`config.mk`:
```
export PLATFORM = sky130hd
export DESIGN_NAME = strap_length_velocity_direction
export DESIGN_NICKNAME = d
export VERILOG_FILES = /design/src/hw/rtl/slvd_pkg.sv /design/src/hw/rtl/slvd_datapath.sv /design/src/hw/rtl/slvd_ctrl.sv /design/src/hw/rtl/strap_length_velocity_direction.sv
export SDC_FILE = /design/constraint.sdc
export NUM_CORES = 2
export LEC_CHECK = 0
export BUFFER_PORTS_ARGS = -buffer_cell sky130_fd_sc_hd__buf_2
export CORE_ASPECT_RATIO = 1.5
export CORE_MARGIN = 4
export CORE_UTILIZATION = 45
export CTS_CLUSTER_DIAMETER = 120
export DETAILED_ROUTE_END_ITERATION = 8
export PLACE_DENSITY = 0.62
export SKIP_CTS_REPAIR_TIMING = 1
export SYNTH_ARGS = -nofsm -noshare
export SYNTH_HDL_FRONTEND = slang
export SYNTH_HIERARCHICAL = 1
export SYNTH_SLANG_ARGS = --single-unit
```
`constraint.sdc`:
```
create_clock -name clk_i -period 13.25 [get_ports clk_i]
set_input_delay 0.6625 -clock clk_i [delete_from_list [all_inputs] [get_ports clk_i]]
set_output_delay 0.6625 -clock clk_i [all_outputs]
set_load 0.01 [all_outputs]
```
`src/hw/rtl/slvd_pkg.sv`:
```
// Package for the strap length, velocity and direction block.
// Holds widths, defaults, controller state and command/status types.
// No dependencies.
package slvd_pkg;

  localparam int unsigned COORD_WIDTH_DEF    = 24;
  localparam int unsigned UNIT_FRAC_BITS_DEF = 30;

  localparam int unsigned LEN_W   = 25;
  localparam int unsigned STEP_W  = 25;
  localparam int unsigned RATE_W  = 32;
  localparam int unsigned UNIT_W  = 32;
  localparam int unsigned PROD_W  = 2 * LEN_W;
  localparam int unsigned ACC_W   = PROD_W + 2;
  localparam int unsigned RAD_W   = ACC_W + 10;
  localparam int unsigned ROOT_W  = RAD_W / 2;
  localparam int unsigned SREM_W  = ROOT_W + 2;
  localparam int unsigned DREM_W  = ROOT_W + 1;
  localparam int unsigned DNUM_W  = LEN_W + 24;
  localparam int unsigned CNT_W   = 6;

  localparam int unsigned SQRT_ITERS = ROOT_W;
  localparam int unsigned RATE_ITERS = DNUM_W;

  typedef enum logic [3:0] {
    ST_IDLE,
    ST_NORM,
    ST_SQ,
    ST_SQRT_INIT,
    ST_SQRT,
    ST_RATE_INIT,
    ST_RATE,
    ST_RATE_LATCH,
    ST_UNIT_INIT,
    ST_UNIT,
    ST_UNIT_LATCH,
    ST_EMIT
  } state_e;

  typedef struct packed {
    logic       load;
    logic       shift;
    logic       sq;
    logic [1:0] sel;
    logic       sqrt_init;
    logic       sqrt_step;
    logic       div_rate_init;
    logic       div_unit_init;
    logic       div_step;
    logic       rate_latch;
    logic       unit_latch;
    logic [1:0] comp;
    logic       emit;
  } ctrl_cmd_t;

  typedef struct packed {
    logic big;
  } dp_status_t;

endpackage

```
`src/hw/rtl/slvd_datapath.sv`:
```
// Datapath: difference vector, squares, bit-serial square root and a shared
// restoring divider for the rate and the unit components. Uses slvd_pkg.
module slvd_datapath import slvd_pkg::*; #(
  parameter int unsigned COORD_WIDTH    = COORD_WIDTH_DEF,
  parameter int unsigned UNIT_FRAC_BITS = UNIT_FRAC_BITS_DEF
) (
  input  logic                          clk_i,
  input  logic                          rst_ni,
  input  ctrl_cmd_t                     cmd_i,
  output dp_status_t                    status_o,
  input  logic                          cfg_we_i,
  input  logic [STEP_W-1:0]             cfg_step_size_i,
  input  logic signed [COORD_WIDTH-1:0] origin_x_i,
  input  logic signed [COORD_WIDTH-1:0] origin_y_i,
  input  logic signed [COORD_WIDTH-1:0] origin_z_i,
  input  logic signed [COORD_WIDTH-1:0] insert_x_i,
  input  logic signed [COORD_WIDTH-1:0] insert_y_i,
  input  logic signed [COORD_WIDTH-1:0] insert_z_i,
  output logic [LEN_W-1:0]              span_length_o,
  output logic signed [RATE_W-1:0]      length_rate_o,
  output logic signed [UNIT_W-1:0]      unit_x_o,
  output logic signed [UNIT_W-1:0]      unit_y_o,
  output logic signed [UNIT_W-1:0]      unit_z_o,
  output logic                          degenerate_o
);

  localparam int unsigned DW   = COORD_WIDTH + 1;
  localparam int unsigned MAGW = (DW > LEN_W) ? DW : LEN_W;
  localparam int unsigned UQW  = UNIT_FRAC_BITS + 1;

  logic signed [DW-1:0]     diff [3];
  logic [DW-1:0]            dmag [3];
  logic [MAGW-1:0]          mag_q [3];
  logic [2:0]               neg_q;
  logic                     shifted_q;
  logic [LEN_W-1:0]         mag25 [3];
  logic [PROD_W-1:0]        prod_q;
  logic [ACC_W-1:0]         acc_q;
  logic [RAD_W-1:0]         rad_q;
  logic [SREM_W-1:0]        srem_q;
  logic [ROOT_W-1:0]        root_q;
  logic [DREM_W-1:0]        drem_q;
  logic [DNUM_W-1:0]        dnum_q;
  logic [ROOT_W-1:0]        div_q;
  logic [STEP_W-1:0]        step_q;
  logic [LEN_W-1:0]         prev_q;
  logic                     have_prev_q;
  logic                     dneg_q;
  logic signed [RATE_W-1:0] rate_q;
  logic signed [UNIT_W-1:0] unit_q [3];
  logic [LEN_W-1:0]         span_o_q;
  logic signed [RATE_W-1:0] rate_o_q;
  logic signed [UNIT_W-1:0] unit_o_q [3];
  logic                     degen_o_q;

  logic [ROOT_W-6:0]          len_w;
  logic [LEN_W-1:0]           cur;
  logic signed [LEN_W:0]      ldiff;
  logic [LEN_W-1:0]           lam;
  logic [SREM_W+1:0]          st;
  logic [SREM_W+1:0]          strial;
  logic [DREM_W:0]            dt;
  logic [UQW-1:0]             uq;
  logic [UNIT_W-1:0]          umag;
  logic                       zero_vec;

  assign diff[0] = $signed({insert_x_i[COORD_WIDTH-1], insert_x_i})
                 - $signed({origin_x_i[COORD_WIDTH-1], origin_x_i});
  assign diff[1] = $signed({insert_y_i[COORD_WIDTH-1], insert_y_i})
                 - $signed({origin_y_i[COORD_WIDTH-1], origin_y_i});
  assign diff[2] = $signed({insert_z_i[COORD_WIDTH-1], insert_z_i})
                 - $signed({origin_z_i[COORD_WIDTH-1], origin_z_i});

  always_comb begin
    for (int i = 0; i < 3; i++) begin
      dmag[i]  = diff[i][DW-1] ? DW'(-diff[i]) : DW'(diff[i]);
      mag25[i] = mag_q[i][LEN_W-1:0];
    end
  end

  assign status_o.big = ((mag_q[0] >> LEN_W) != '0) || ((mag_q[1] >> LEN_W) != '0)
                     || ((mag_q[2] >> LEN_W) != '0);

  assign zero_vec = (acc_q == '0);
  assign len_w    = root_q[ROOT_W-1:5];
  always_comb begin
    if (shifted_q || (len_w[ROOT_W-6:LEN_W] != '0)) begin
      cur = '1;
    end else begin
      cur = len_w[LEN_W-1:0];
    end
  end
  assign ldiff = $signed({1'b0, cur}) - $signed({1'b0, prev_q});
  assign lam   = ldiff[LEN_W] ? LEN_W'(-ldiff) : LEN_W'(ldiff);

  assign st     = {srem_q, rad_q[RAD_W-1:RAD_W-2]};
  assign strial = (SREM_W+2)'({root_q, 2'b01});
  assign dt     = {drem_q, dnum_q[DNUM_W-1]};
  assign uq     = dnum_q[UQW-1:0];
  always_comb begin
    if (uq[UQW-1]) begin
      umag = UNIT_W'(1) << UNIT_FRAC_BITS;
    end else begin
      umag = UNIT_W'(uq);
    end
  end

  always_ff @(posedge clk_i) begin
    if (cmd_i.load) begin
      for (int i = 0; i < 3; i++) mag_q[i] <= MAGW'(dmag[i]);
      neg_q     <= {diff[2][DW-1], diff[1][DW-1], diff[0][DW-1]};
      shifted_q <= 1'b0;
      prod_q    <= '0;
      acc_q     <= '0;
    end else if (cmd_i.shift) begin
      for (int i = 0; i < 3; i++) mag_q[i] <= mag_q[i] >> 1;
      shifted_q <= 1'b1;
    end else if (cmd_i.sq) begin
      if (cmd_i.sel == 2'd3) begin
        prod_q <= '0;
      end else begin
        prod_q <= mag25[cmd_i.sel] * mag25[cmd_i.sel];
      end
      acc_q <= acc_q + ACC_W'(prod_q);
    end

    if (cmd_i.sqrt_init) begin
      rad_q  <= {acc_q, 10'd0};
      srem_q <= '0;
      root_q <= '0;
    end else if (cmd_i.sqrt_step) begin
      rad_q <= rad_q << 2;
      if (st >= strial) begin
        srem_q <= SREM_W'(st - strial);
        root_q <= {root_q[ROOT_W-2:0], 1'b1};
      end else begin
        srem_q <= SREM_W'(st);
        root_q <= {root_q[ROOT_W-2:0], 1'b0};
      end
    end

    if (cmd_i.div_rate_init) begin
      drem_q <= '0;
      dnum_q <= {lam, 24'd0};
      div_q  <= ROOT_W'(step_q);
      dneg_q <= ldiff[LEN_W];
    end else if (cmd_i.div_unit_init) begin
      drem_q <= DREM_W'({mag25[cmd_i.comp], 4'd0});
      dnum_q <= '0;
      div_q  <= root_q;
    end else if (cmd_i.div_step) begin
      if (dt >= (DREM_W+1)'(div_q)) begin
        drem_q <= DREM_W'(dt - (DREM_W+1)'(div_q));
        dnum_q <= {dnum_q[DNUM_W-2:0], 1'b1};
      end else begin
        drem_q <= DREM_W'(dt);
        dnum_q <= {dnum_q[DNUM_W-2:0], 1'b0};
      end
    end

    if (cmd_i.rate_latch) begin
      if (!have_prev_q || (step_q == '0)) begin
        rate_q <= '0;
      end else if (dneg_q) begin
        rate_q <= (dnum_q > DNUM_W'(64'h8000_0000)) ? RATE_W'(64'h8000_0000)
                                                     : RATE_W'(-dnum_q);
      end else begin
        rate_q <= (dnum_q > DNUM_W'(64'h7FFF_FFFF)) ? RATE_W'(64'h7FFF_FFFF)
                                                     : RATE_W'(dnum_q);
      end
    end

    if (cmd_i.unit_latch) begin
      if (zero_vec) begin
        unit_q[cmd_i.comp] <= '0;
      end else if (neg_q[cmd_i.comp]) begin
        unit_q[cmd_i.comp] <= -umag;
      end else begin
        unit_q[cmd_i.comp] <= umag;
      end
    end

    if (cmd_i.emit) begin
      span_o_q  <= cur;
      rate_o_q  <= rate_q;
      unit_o_q  <= unit_q;
      degen_o_q <= zero_vec;
    end
  end

  always_ff @(posedge clk_i or negedge rst_ni) begin
    if (!rst_ni) begin
      step_q      <= '0;
      prev_q      <= '0;
      have_prev_q <= 1'b0;
    end else begin
      if (cfg_we_i) step_q <= cfg_step_size_i;
      if (cmd_i.emit) begin
        prev_q      <= cur;
        have_prev_q <= 1'b1;
      end
    end
  end

  assign span_length_o = span_o_q;
  assign length_rate_o = rate_o_q;
  assign unit_x_o      = unit_o_q[0];
  assign unit_y_o      = unit_o_q[1];
  assign unit_z_o      = unit_o_q[2];
  assign degenerate_o  = degen_o_q;

endmodule

```
`src/hw/rtl/slvd_ctrl.sv`:
```
// Controller: sequences normalize, squares, root, rate and unit divisions,
// and owns the input and output handshakes. Uses slvd_pkg.
module slvd_ctrl import slvd_pkg::*; #(
  parameter int unsigned UNIT_FRAC_BITS = UNIT_FRAC_BITS_DEF
) (
  input  logic       clk_i,
  input  logic       rst_ni,
  input  logic       in_valid_i,
  output logic       in_stall_o,
  output logic       out_valid_o,
  input  logic       out_stall_i,
  input  dp_status_t status_i,
  output ctrl_cmd_t  cmd_o
);

  localparam logic [CNT_W-1:0] SQRT_LAST = CNT_W'(SQRT_ITERS - 1);
  localparam logic [CNT_W-1:0] RATE_LAST = CNT_W'(RATE_ITERS - 1);
  localparam logic [CNT_W-1:0] UNIT_LAST = CNT_W'(UNIT_FRAC_BITS);

  state_e           state_q, state_d;
  logic [CNT_W-1:0] cnt_q, cnt_d;
  logic [1:0]       comp_q, comp_d;
  logic             out_valid_q, out_valid_d;
  logic             slot_free;

  assign slot_free = !(out_valid_q && out_stall_i);

  always_comb begin
    state_d = state_q;
    cnt_d   = cnt_q;
    comp_d  = comp_q;
    case (state_q)
      ST_IDLE:       if (in_valid_i) state_d = ST_NORM;
      ST_NORM: begin
        if (!status_i.big) begin
          state_d = ST_SQ;
          cnt_d   = '0;
        end
      end
      ST_SQ: begin
        if (cnt_q == CNT_W'(3)) state_d = ST_SQRT_INIT;
        else cnt_d = cnt_q + 1'b1;
      end
      ST_SQRT_INIT: begin
        state_d = ST_SQRT;
        cnt_d   = '0;
      end
      ST_SQRT: begin
        if (cnt_q == SQRT_LAST) state_d = ST_RATE_INIT;
        else cnt_d = cnt_q + 1'b1;
      end
      ST_RATE_INIT: begin
        state_d = ST_RATE;
        cnt_d   = '0;
      end
      ST_RATE: begin
        if (cnt_q == RATE_LAST) state_d = ST_RATE_LATCH;
        else cnt_d = cnt_q + 1'b1;
      end
      ST_RATE_LATCH: begin
        state_d = ST_UNIT_INIT;
        comp_d  = '0;
      end
      ST_UNIT_INIT: begin
        state_d = ST_UNIT;
        cnt_d   = '0;
      end
      ST_UNIT: begin
        if (cnt_q == UNIT_LAST) state_d = ST_UNIT_LATCH;
        else cnt_d = cnt_q + 1'b1;
      end
      ST_UNIT_LATCH: begin
        if (comp_q == 2'd2) begin
          state_d = ST_EMIT;
        end else begin
          comp_d  = comp_q + 1'b1;
          state_d = ST_UNIT_INIT;
        end
      end
      ST_EMIT:       if (slot_free) state_d = ST_IDLE;
      default:       state_d = ST_IDLE;
    endcase
  end

  always_comb begin
    cmd_o       = '0;
    cmd_o.sel   = cnt_q[1:0];
    cmd_o.comp  = comp_q;
    in_stall_o  = 1'b1;
    out_valid_d = out_valid_q && out_stall_i;
    case (state_q)
      ST_IDLE: begin
        in_stall_o = 1'b0;
        cmd_o.load = in_valid_i;
      end
      ST_NORM:       cmd_o.shift = status_i.big;
      ST_SQ:         cmd_o.sq = 1'b1;
      ST_SQRT_INIT:  cmd_o.sqrt_init = 1'b1;
      ST_SQRT:       cmd_o.sqrt_step = 1'b1;
      ST_RATE_INIT:  cmd_o.div_rate_init = 1'b1;
      ST_RATE:       cmd_o.div_step = 1'b1;
      ST_RATE_LATCH: cmd_o.rate_latch = 1'b1;
      ST_UNIT_INIT:  cmd_o.div_unit_init = 1'b1;
      ST_UNIT:       cmd_o.div_step = 1'b1;
      ST_UNIT_LATCH: cmd_o.unit_latch = 1'b1;
      ST_EMIT: begin
        if (slot_free) begin
          cmd_o.emit  = 1'b1;
          out_valid_d = 1'b1;
        end
      end
      default: ;
    endcase
  end

  always_ff @(posedge clk_i or negedge rst_ni) begin
    if (!rst_ni) begin
      state_q     <= ST_IDLE;
      cnt_q       <= '0;
      comp_q      <= '0;
      out_valid_q <= 1'b0;
    end else begin
      state_q     <= state_d;
      cnt_q       <= cnt_d;
      comp_q      <= comp_d;
      out_valid_q <= out_valid_d;
    end
  end

  assign out_valid_o = out_valid_q;

endmodule

```
`src/hw/rtl/strap_length_velocity_direction.sv`:
```
// Top level: strap span length, length rate and unit direction.
// Instantiates slvd_ctrl and slvd_datapath; uses slvd_pkg.
//
// Input channel (in_valid_i / in_stall_o) takes one origin and one insertion
// point per item. Output channel (out_valid_o / out_stall_i) returns one
// result item per input item, in order. The step size register is written
// through cfg_valid_i / cfg_ready_o / cfg_step_size_i; ready is always high.
// While any component difference reaches 2^25 (only when COORD_WIDTH > 24),
// all three are halved before the squares. The work is done by the
// bit-serial square root (31 steps), the rate division (49 steps) and three
// unit divisions on the one shared divider.
// One item is in work at a time; the next is taken as soon as the previous
// one has moved into the output register, even if that result is stalled.
// A stalled result holds; a finished item waits for the output register.
// Reset clears the step size, the previous length and the handshakes; the
// first item after reset reports a rate of zero.
module strap_length_velocity_direction import slvd_pkg::*; #(
  parameter int unsigned COORD_WIDTH    = COORD_WIDTH_DEF,
  parameter int unsigned UNIT_FRAC_BITS = UNIT_FRAC_BITS_DEF
) (
  input  logic                          clk_i,
  input  logic                          rst_ni,
  input  logic                          cfg_valid_i,
  output logic                          cfg_ready_o,
  input  logic [STEP_W-1:0]             cfg_step_size_i,
  input  logic                          in_valid_i,
  output logic                          in_stall_o,
  input  logic signed [COORD_WIDTH-1:0] origin_x_i,
  input  logic signed [COORD_WIDTH-1:0] origin_y_i,
  input  logic signed [COORD_WIDTH-1:0] origin_z_i,
  input  logic signed [COORD_WIDTH-1:0] insert_x_i,
  input  logic signed [COORD_WIDTH-1:0] insert_y_i,
  input  logic signed [COORD_WIDTH-1:0] insert_z_i,
  output logic                          out_valid_o,
  input  logic                          out_stall_i,
  output logic [LEN_W-1:0]              span_length_o,
  output logic signed [RATE_W-1:0]      length_rate_o,
  output logic signed [UNIT_W-1:0]      unit_x_o,
  output logic signed [UNIT_W-1:0]      unit_y_o,
  output logic signed [UNIT_W-1:0]      unit_z_o,
  output logic                          degenerate_o
);

  ctrl_cmd_t  cmd;
  dp_status_t status;

  assign cfg_ready_o = 1'b1;

  slvd_ctrl #(
    .UNIT_FRAC_BITS(UNIT_FRAC_BITS)
  ) u_ctrl (
    .clk_i      (clk_i),
    .rst_ni     (rst_ni),
    .in_valid_i (in_valid_i),
    .in_stall_o (in_stall_o),
    .out_valid_o(out_valid_o),
    .out_stall_i(out_stall_i),
    .status_i   (status),
    .cmd_o      (cmd)
  );

  slvd_datapath #(
    .COORD_WIDTH   (COORD_WIDTH),
    .UNIT_FRAC_BITS(UNIT_FRAC_BITS)
  ) u_datapath (
    .clk_i          (clk_i),
    .rst_ni         (rst_ni),
    .cmd_i          (cmd),
    .status_o       (status),
    .cfg_we_i       (cfg_valid_i && cfg_ready_o),
    .cfg_step_size_i(cfg_step_size_i),
    .origin_x_i     (origin_x_i),
    .origin_y_i     (origin_y_i),
    .origin_z_i     (origin_z_i),
    .insert_x_i     (insert_x_i),
    .insert_y_i     (insert_y_i),
    .insert_z_i     (insert_z_i),
    .span_length_o  (span_length_o),
    .length_rate_o  (length_rate_o),
    .unit_x_o       (unit_x_o),
    .unit_y_o       (unit_y_o),
    .unit_z_o       (unit_z_o),
    .degenerate_o   (degenerate_o)
  );

endmodule

```
# After elaboration in Yosys (flattened, before gate mapping)
# Memories as Yosys holds them, arrays and structs flattened.
# Cells that the tools add are included.
dict set report op_classes {
  n_addsub 15
  multipliers 1
  magnitude_cmp 8
  n_eq_ne 26
  muxes 66
  bitwise_logic 4
  n_reduce_logical 20
}
# op count
set ops {}
lappend ops {{$mux W25} 11}
lappend ops {{$bwmux W96} 2}
lappend ops {{$mux W96} 2}
lappend ops {{$mux W32} 5}
lappend ops {{$mux W49} 3}
lappend ops {{$mux W62} 2}
lappend ops {{$bmux W25 S2} 2}
lappend ops {{$neg A25 Y25} 4}
lappend ops {{$and A96 B96 Y96} 1}
lappend ops {{$not A96 Y96} 1}
lappend ops {{$sub A24 B24 Y25} 3}
lappend ops {{$demux W32 S2} 1}
lappend ops {{$neg A32 Y32} 2}
lappend ops {{$mux W29} 2}
lappend ops {{$add A52 B50 Y52} 1}
lappend ops {{$logic_not A52 Y1} 1}
lappend ops {{$mul A25 B25 Y50} 1}
lappend ops {{$mux W50} 1}
lappend ops {{$gt A49 B31 Y1 const B} 1}
lappend ops {{$gt A49 B32 Y1 const B} 1}
lappend ops {{$pmux W4 S12} 1}
lappend ops {{$ge A35 B33 Y1} 1}
lappend ops {{$ge A33 B31 Y1} 1}
lappend ops {{$mux W33} 1}
lappend ops {{other kinds (40)} 89}
dict set report word_totals {
  regBits 680
  ramBits 75
  input_bits 174
  output_inout_bits 157
  word_cells 171
  mem_count 1
}
# name words word_bits rd rd_clocked_by_memory_dff write_ports line_no
set mem_list {}
lappend mem_list {u_datapath.mag_q 3 25 3 0 3 slvd_datapath.sv:33} ;# logic [MAGW-1:0] mag_q [3];

# Longest topological paths before layout
dict set report logic_depth {
  word_depth 8
  depth_mapped 35
  mapped_depth_nobuf 31
}

# Cells and area by module
# Netlist, hierarchy kept.
# module n_inst cells_each area_per_inst_um2
set by_module_without_submodules {}
lappend by_module_without_submodules {slvd_datapath 1 6803 62613.8}
lappend by_module_without_submodules {slvd_ctrl 1 122 1023.5}
lappend by_module_without_submodules {strap_length_velocity_direction 1 2 11.3}

# Least setup slack after synthesis
# No wires, ideal clock.
dict set report synth_timing {
  kind {reg-to-reg}
  from {reg u_ctrl.state_q[1]}
  to {reg u_datapath.have_prev_q}
  setup_ps 138
  arrival_time_ps 13286
  setup_slack_ps -173
  stages_incl_launch_ff 6
  n_path_buf 2
  period_less_slack_ps 13423
  cell_sequence {dfrtp_1 -> buf_2 -> buf_2 -> nand2_1 -> nor3b_1 -> or2_2}
}
# element line_no
set synth_lines {}
lappend synth_lines {{from (decl)} slvd_ctrl.sv:20} ;# state_e state_q, state_d;
lappend synth_lines {{from (signal assigned)} slvd_ctrl.sv:123} ;# state_q <= state_d;
lappend synth_lines {{to (signal assigned)} slvd_datapath.sv:195} ;# have_prev_q <= 1'b0;
lappend synth_lines {{to (signal assigned)} slvd_datapath.sv:200} ;# have_prev_q <= 1'b1;
lappend synth_lines {{to (decl)} slvd_datapath.sv:47} ;# logic have_prev_q;

# Final worst setup path
dict set report layout_timing {
  from {reg u_ctrl.cnt_q[1]}
  to {reg u_datapath.prod_q[44]}
}
dict set report layout_via {
  elab_chain_len 6
  elab_cells_between_ends 7
  cone_classes {1 x mul; 1 x eq/ne; 4 x mux; 1 x bitwise}
}
# element line_no
set layout_lines {}
lappend layout_lines {{from (decl)} slvd_ctrl.sv:21} ;# logic [CNT_W-1:0] cnt_q, cnt_d;
lappend layout_lines {{from (signal assigned)} slvd_ctrl.sv:124} ;# cnt_q <= cnt_d;
lappend layout_lines {{$not A2 Y3 (not written as such)} slvd_datapath.sv:122} ;# prod_q <= mag25[cmd_i.sel] * mag25[cmd_i.sel];
lappend layout_lines {{$bmux W25 S2} slvd_datapath.sv:122}
lappend layout_lines {{$mux W25 (not written as such) (2 in a row)} slvd_datapath.sv:122}
lappend layout_lines {{$mul A25 B25 Y50} slvd_datapath.sv:122}
lappend layout_lines {{$mux W50 (*)} slvd_datapath.sv:119} ;# if (cmd_i.sel == 2'd3) begin
lappend layout_lines {{to (signal assigned)} slvd_datapath.sv:122}
lappend layout_lines {{to (decl)} slvd_datapath.sv:37} ;# logic [PROD_W-1:0] prod_q;
# Every way passes the cells marked *; elsewhere a longest branch is shown, timed or not. The select of a mux whose other input is x is not followed.
# A chain may end at the register's enable or synchronous reset.

==> results.yml <==
yosys:
  async_reset_ff_share_pct: 8.48
  synth.avg_cell_area_um2: 9.19
  ys.warnings.count: 6
  synthXorXnorAreaFrac_pct: 4.35
  synth_cell_types: 115
  synth_ff_type: "edfxtp_1"
  synthMuxAreaShare_pct: 3.67
  synth_fp_nets: 7983
  ys_ff_latch: 755
  netlist_instances: 6927
  ys_seq_area_share_pct: 31.5
  synth_adder_area_share_pct: 23.0
  netlist_area_um2: 63600
  synth_compound_area_share_pct: 16.2
  synth_top_family_by_area: "adder cells"
  synth_edf_count: 463
  synth-simple-area-share_pct: 13.6
final_layout:
  nets: 8133
  area_delta_synth_final_pct: 9.40
  final_common_cell: "inv_1"
  final_cell_mix: "inv_1 (941), nor2_1 (656), nand2_1 (608)"
  drive_gt1_share_pct: 9.93
  fill_cells: 13200
  fin_area_um2: 69600
clock_tree:
  clock_sinks: 755
  root_buffer: "clkbuf_16"
  cts_max_level: 3
  numCtsBuffers: 76
  cts_tree: "done"
  cts.clk_slew.worst_paths_ns: 0.07
  cts_buffer_depth: 3
  insertion_delay_ns: 0.67
power:
  p_switching_mw: 1.34
  combPwrFrac_pct: 10.5
  p_sw_share_pct: 25.0
  clkPwrFrac_pct: 42.6
  ir_drop_v: 0.0000763
  pwr_density_cell_nw_per_um2: 76.9
  internal_power_mw: 4.02
  seq_power_share_pct: 46.9
  p_leak_nw: 31.8
routing:
  drtAntennaViolNets: 0
  drt_wl_total_um: 191000
  first_pass_iters: 6
  drc: 0
  wl_per_cell_um: 21.2
  via_count: 50300
  viasPerCell: 5.59
  drtIter0Drc: 3229
grt:
  grt_pass1_wl_um: 298000
  grt_use_met3_pct: 2.52
  grt_max_degree: 101
  grt_usage_pct: 25.6
  globalRouteOverflowTotal: 0
  grt_pass1_vias: 51600
  met2_usage_pct: 48.4
  top_usage_layer: "met2"
  use_met1_pct: 29.6
  antenna_found_initial: 7
floorplan:
  io_pins: 331
  coreArea_um2: 140000
  rows: 168
  die_area_um2: 148000
  start_util_pct: 45.4
  die_width_um: 315
  die_y_um: 469
sta:
  period_share_pct: 72.6
  rsz0062_at_grt: "no"
  slew_viol_final: 154
  fin_worst_skew_ns: 0.0301
  slew_headroom_pct: -137
  setup_tns_ns: 0
  max_freq_mhz: 104
  layout_min_cycle_time_ns: 9.62
  finalHoldViolations: 0
  setup_ws_ns: 3.63
  setup_violations: 0
  worst-slew-pin-transition_ns: 3.55
run_status:
  violations: "max-slew violations"
  run_status: "finished, violations left"
hold_path:
  hold_class: "in2async"
setup_path:
  crit_path_max_incr_delay_ns: 0.97
  crit_path_start_kind: "flop"
  cp_max_fo: 33
  worstSetupEndpointType: "flop"
  critPathRequiredTime_ns: 13.80
  cp_slowest_cell: "dfrtp_2"
  arrival_ns: 10.17
  critical_path_class: "reg2reg"
placed_design:
  place_hpwl_um: 151000
  place_area_um2: 67000
  portBuffers: 329
  routabilityCongestion: 0.960
  place_ws_ns: 3.77
run:
  max_cap_viol_count: 0
flip-flops by register name (all words and copies together) (netlist names), 3 cells and up:
signal                    count
u_datapath/step_q            25
u_datapath/prod_q            49
u_datapath/div_q             31
u_datapath/mag_q             75
u_datapath/drem_q            32
u_datapath/rad_q             52
u_datapath/unit_x_o          32
u_datapath/unit_y_o          32
u_datapath/rate_q            32
u_ctrl/state_q                4
u_datapath/span_length_o     25
u_datapath/dnum_q            49
u_datapath/root_q            31
u_datapath/prev_q            25
u_datapath/length_rate_o     32
u_ctrl/cnt_q                  6
u_datapath/neg_q              3
u_datapath/srem_q            33
u_datapath/acc_q             52
u_datapath/unit_z_o          32
u_datapath/unit_q            96
layout make-up:
cell class	count	area [µm²]	share of cell area, %
Clock buffer	91	2010	2.89
Tap cell	1870	2340	3.36
Clock inverter	49	606	0.870
Timing Repair Buffer	400	2180	3.13
Inverter	949	3560	5.12
Multi-Input combinational cell	4895	38900	55.8
Sequential cell	755	20100	28.8
Antenna cell	5	12.5	0.0180
power by group through the flow:
stage                     Combinational, mW  Sequential, mW  Clock [mW]
after floorplan                       0.412            2.56           0
after global placement                0.550            2.56           0
after detailed placement              0.559            2.56           0
after CTS                             0.563            2.51        2.33
after global routing                  0.626            2.51        2.42
final                                 0.561            2.51        2.28
worst max-delay path: cells and delay by family, from the launching register on:
| kind | cells | cell delay, ns |
|---|---|---|
| adders and majority gates | 8 | 4.04 |
| AOI/OAI and AO/OA | 5 | 1.60 |
| xor gates and xnor gates | 1 | 0.16 |
| and+or+nand+nor | 6 | 1.36 |
| DFF | 1 | 0.97 |
| buffers and inverters | 8 | 1.33 |
Yosys cell counts, types with 12 or more instances:
| master | instances | share of area, % |
|---|---|---|
| inv_1 | 943 | 5.6 |
| or2_2 | 22 | 0.22 |
| nor2_1 | 659 | 3.9 |
| dfxtp_1 | 228 | 7.2 |
| edfxtp_1 | 463 | 22 |
| a221oi_1 | 12 | 0.17 |
| fa_1 | 481 | 15 |
| nand2_1 | 608 | 3.6 |
| a22oi_1 | 27 | 0.32 |
| and2_1 | 29 | 0.29 |
| nor4_1 | 53 | 0.52 |
| mux2_2 | 81 | 1.4 |
| xnor2_1 | 193 | 2.7 |
| o21ai_1 | 15 | 0.12 |
| xor2_1 | 123 | 1.7 |
| a21o_1 | 146 | 1.7 |
| o22ai_1 | 16 | 0.16 |
| o21ai_0 | 332 | 2.6 |
| mux2i_1 | 139 | 2.2 |
| or3_1 | 54 | 0.53 |
| o31ai_1 | 41 | 0.48 |
| o2111ai_1 | 12 | 0.17 |
| o311ai_0 | 14 | 0.19 |
| a22o_1 | 67 | 0.92 |
| nand2b_1 | 50 | 0.49 |
| buf_1 | 30 | 0.18 |
| dfrtp_1 | 64 | 2.5 |
| o211ai_1 | 51 | 0.60 |
| buf_2 | 19 | 0.15 |
| nor2b_1 | 59 | 0.58 |
| nor3_1 | 85 | 0.67 |
| a211oi_1 | 87 | 1.0 |
| a21oi_1 | 446 | 3.5 |
| clkbuf_1 | 270 | 1.6 |
| ha_1 | 401 | 7.9 |
| nor3b_1 | 12 | 0.14 |
| a31oi_1 | 57 | 0.56 |
| nand3_1 | 97 | 0.76 |
| and3_1 | 36 | 0.35 |
| nand4_1 | 60 | 0.59 |
| nand4b_1 | 13 | 0.18 |
| o21bai_1 | 29 | 0.34 |
| a2111oi_0 | 12 | 0.17 |
| a311oi_1 | 15 | 0.21 |
| o21a_1 | 56 | 0.66 |
worst paths after layout:
kind                                               startpoint                                     to  slack, ns  cells after the start
max in group asynchronous                              rst_ni            u_ctrl/cnt_q[1]$_DFFE_PN0P_      12.37                      2
hold reg to reg            u_datapath/rate_q[6]$_SDFFCE_PP0P_  u_datapath/length_rate_o[6]$_DFFE_PP_       0.42                      0
setup reg to reg                  u_ctrl/cnt_q[1]$_DFFE_PN0P_     u_datapath/prod_q[44]$_SDFFE_PP0P_       3.63                     28
hold / removal                                         rst_ni       u_datapath/prev_q[1]$_DFFE_PN0P_       0.20                      2
setup / recovery                  u_ctrl/cnt_q[1]$_DFFE_PN0P_     u_datapath/prod_q[44]$_SDFFE_PP0P_       3.63                     28
min in group clk_i                        cfg_step_size_i[12]      u_datapath/step_q[12]$_DFFE_PN0P_       0.22                      2
per-stage QoR:
| step | hold slack (ns) | power (mW) | cells | util, % |
|---|---|---|---|---|
| 2_1_floorplan | 0.367 | 2.97 | 6927 | - |
| 3_3_place_gp | 0.405 | 3.11 | 8869 | 47.8 |
| 3_5_place_dp | 0.405 | 3.12 | 8869 | 47.8 |
| 4_1_cts | 0.165 | 5.41 | 9009 | 49.7 |
| 5_1_grt | 0.190 | 5.56 | 9012 | 49.7 |
| 6_report | 0.199 | 5.35 | 9014 | 49.7 |
metal layers:
metal | up-vias | share of wire (%)
met2 | 1468 | 52
met1 | 24500 | 39
met3 | 386 | 4.3
li1 | 24000 | -
met5 | - | 0.014
met4 | 4 | 4.5
kinds of logic (layout without fill, tap and decap cells):
logic type                 Yosys count  count (layout)
and+or+nand+nor                   1896            1896
buffers and inverters             1277            1489
AOI/OAI and AO/OA                 1577            1577
other                                2               7
xor gates and xnor gates           316             316
DFF                                755             755
adders and majority gates          882             882
muxes                              222             222
No activity file was read; power rests on OpenSTA's default activity.
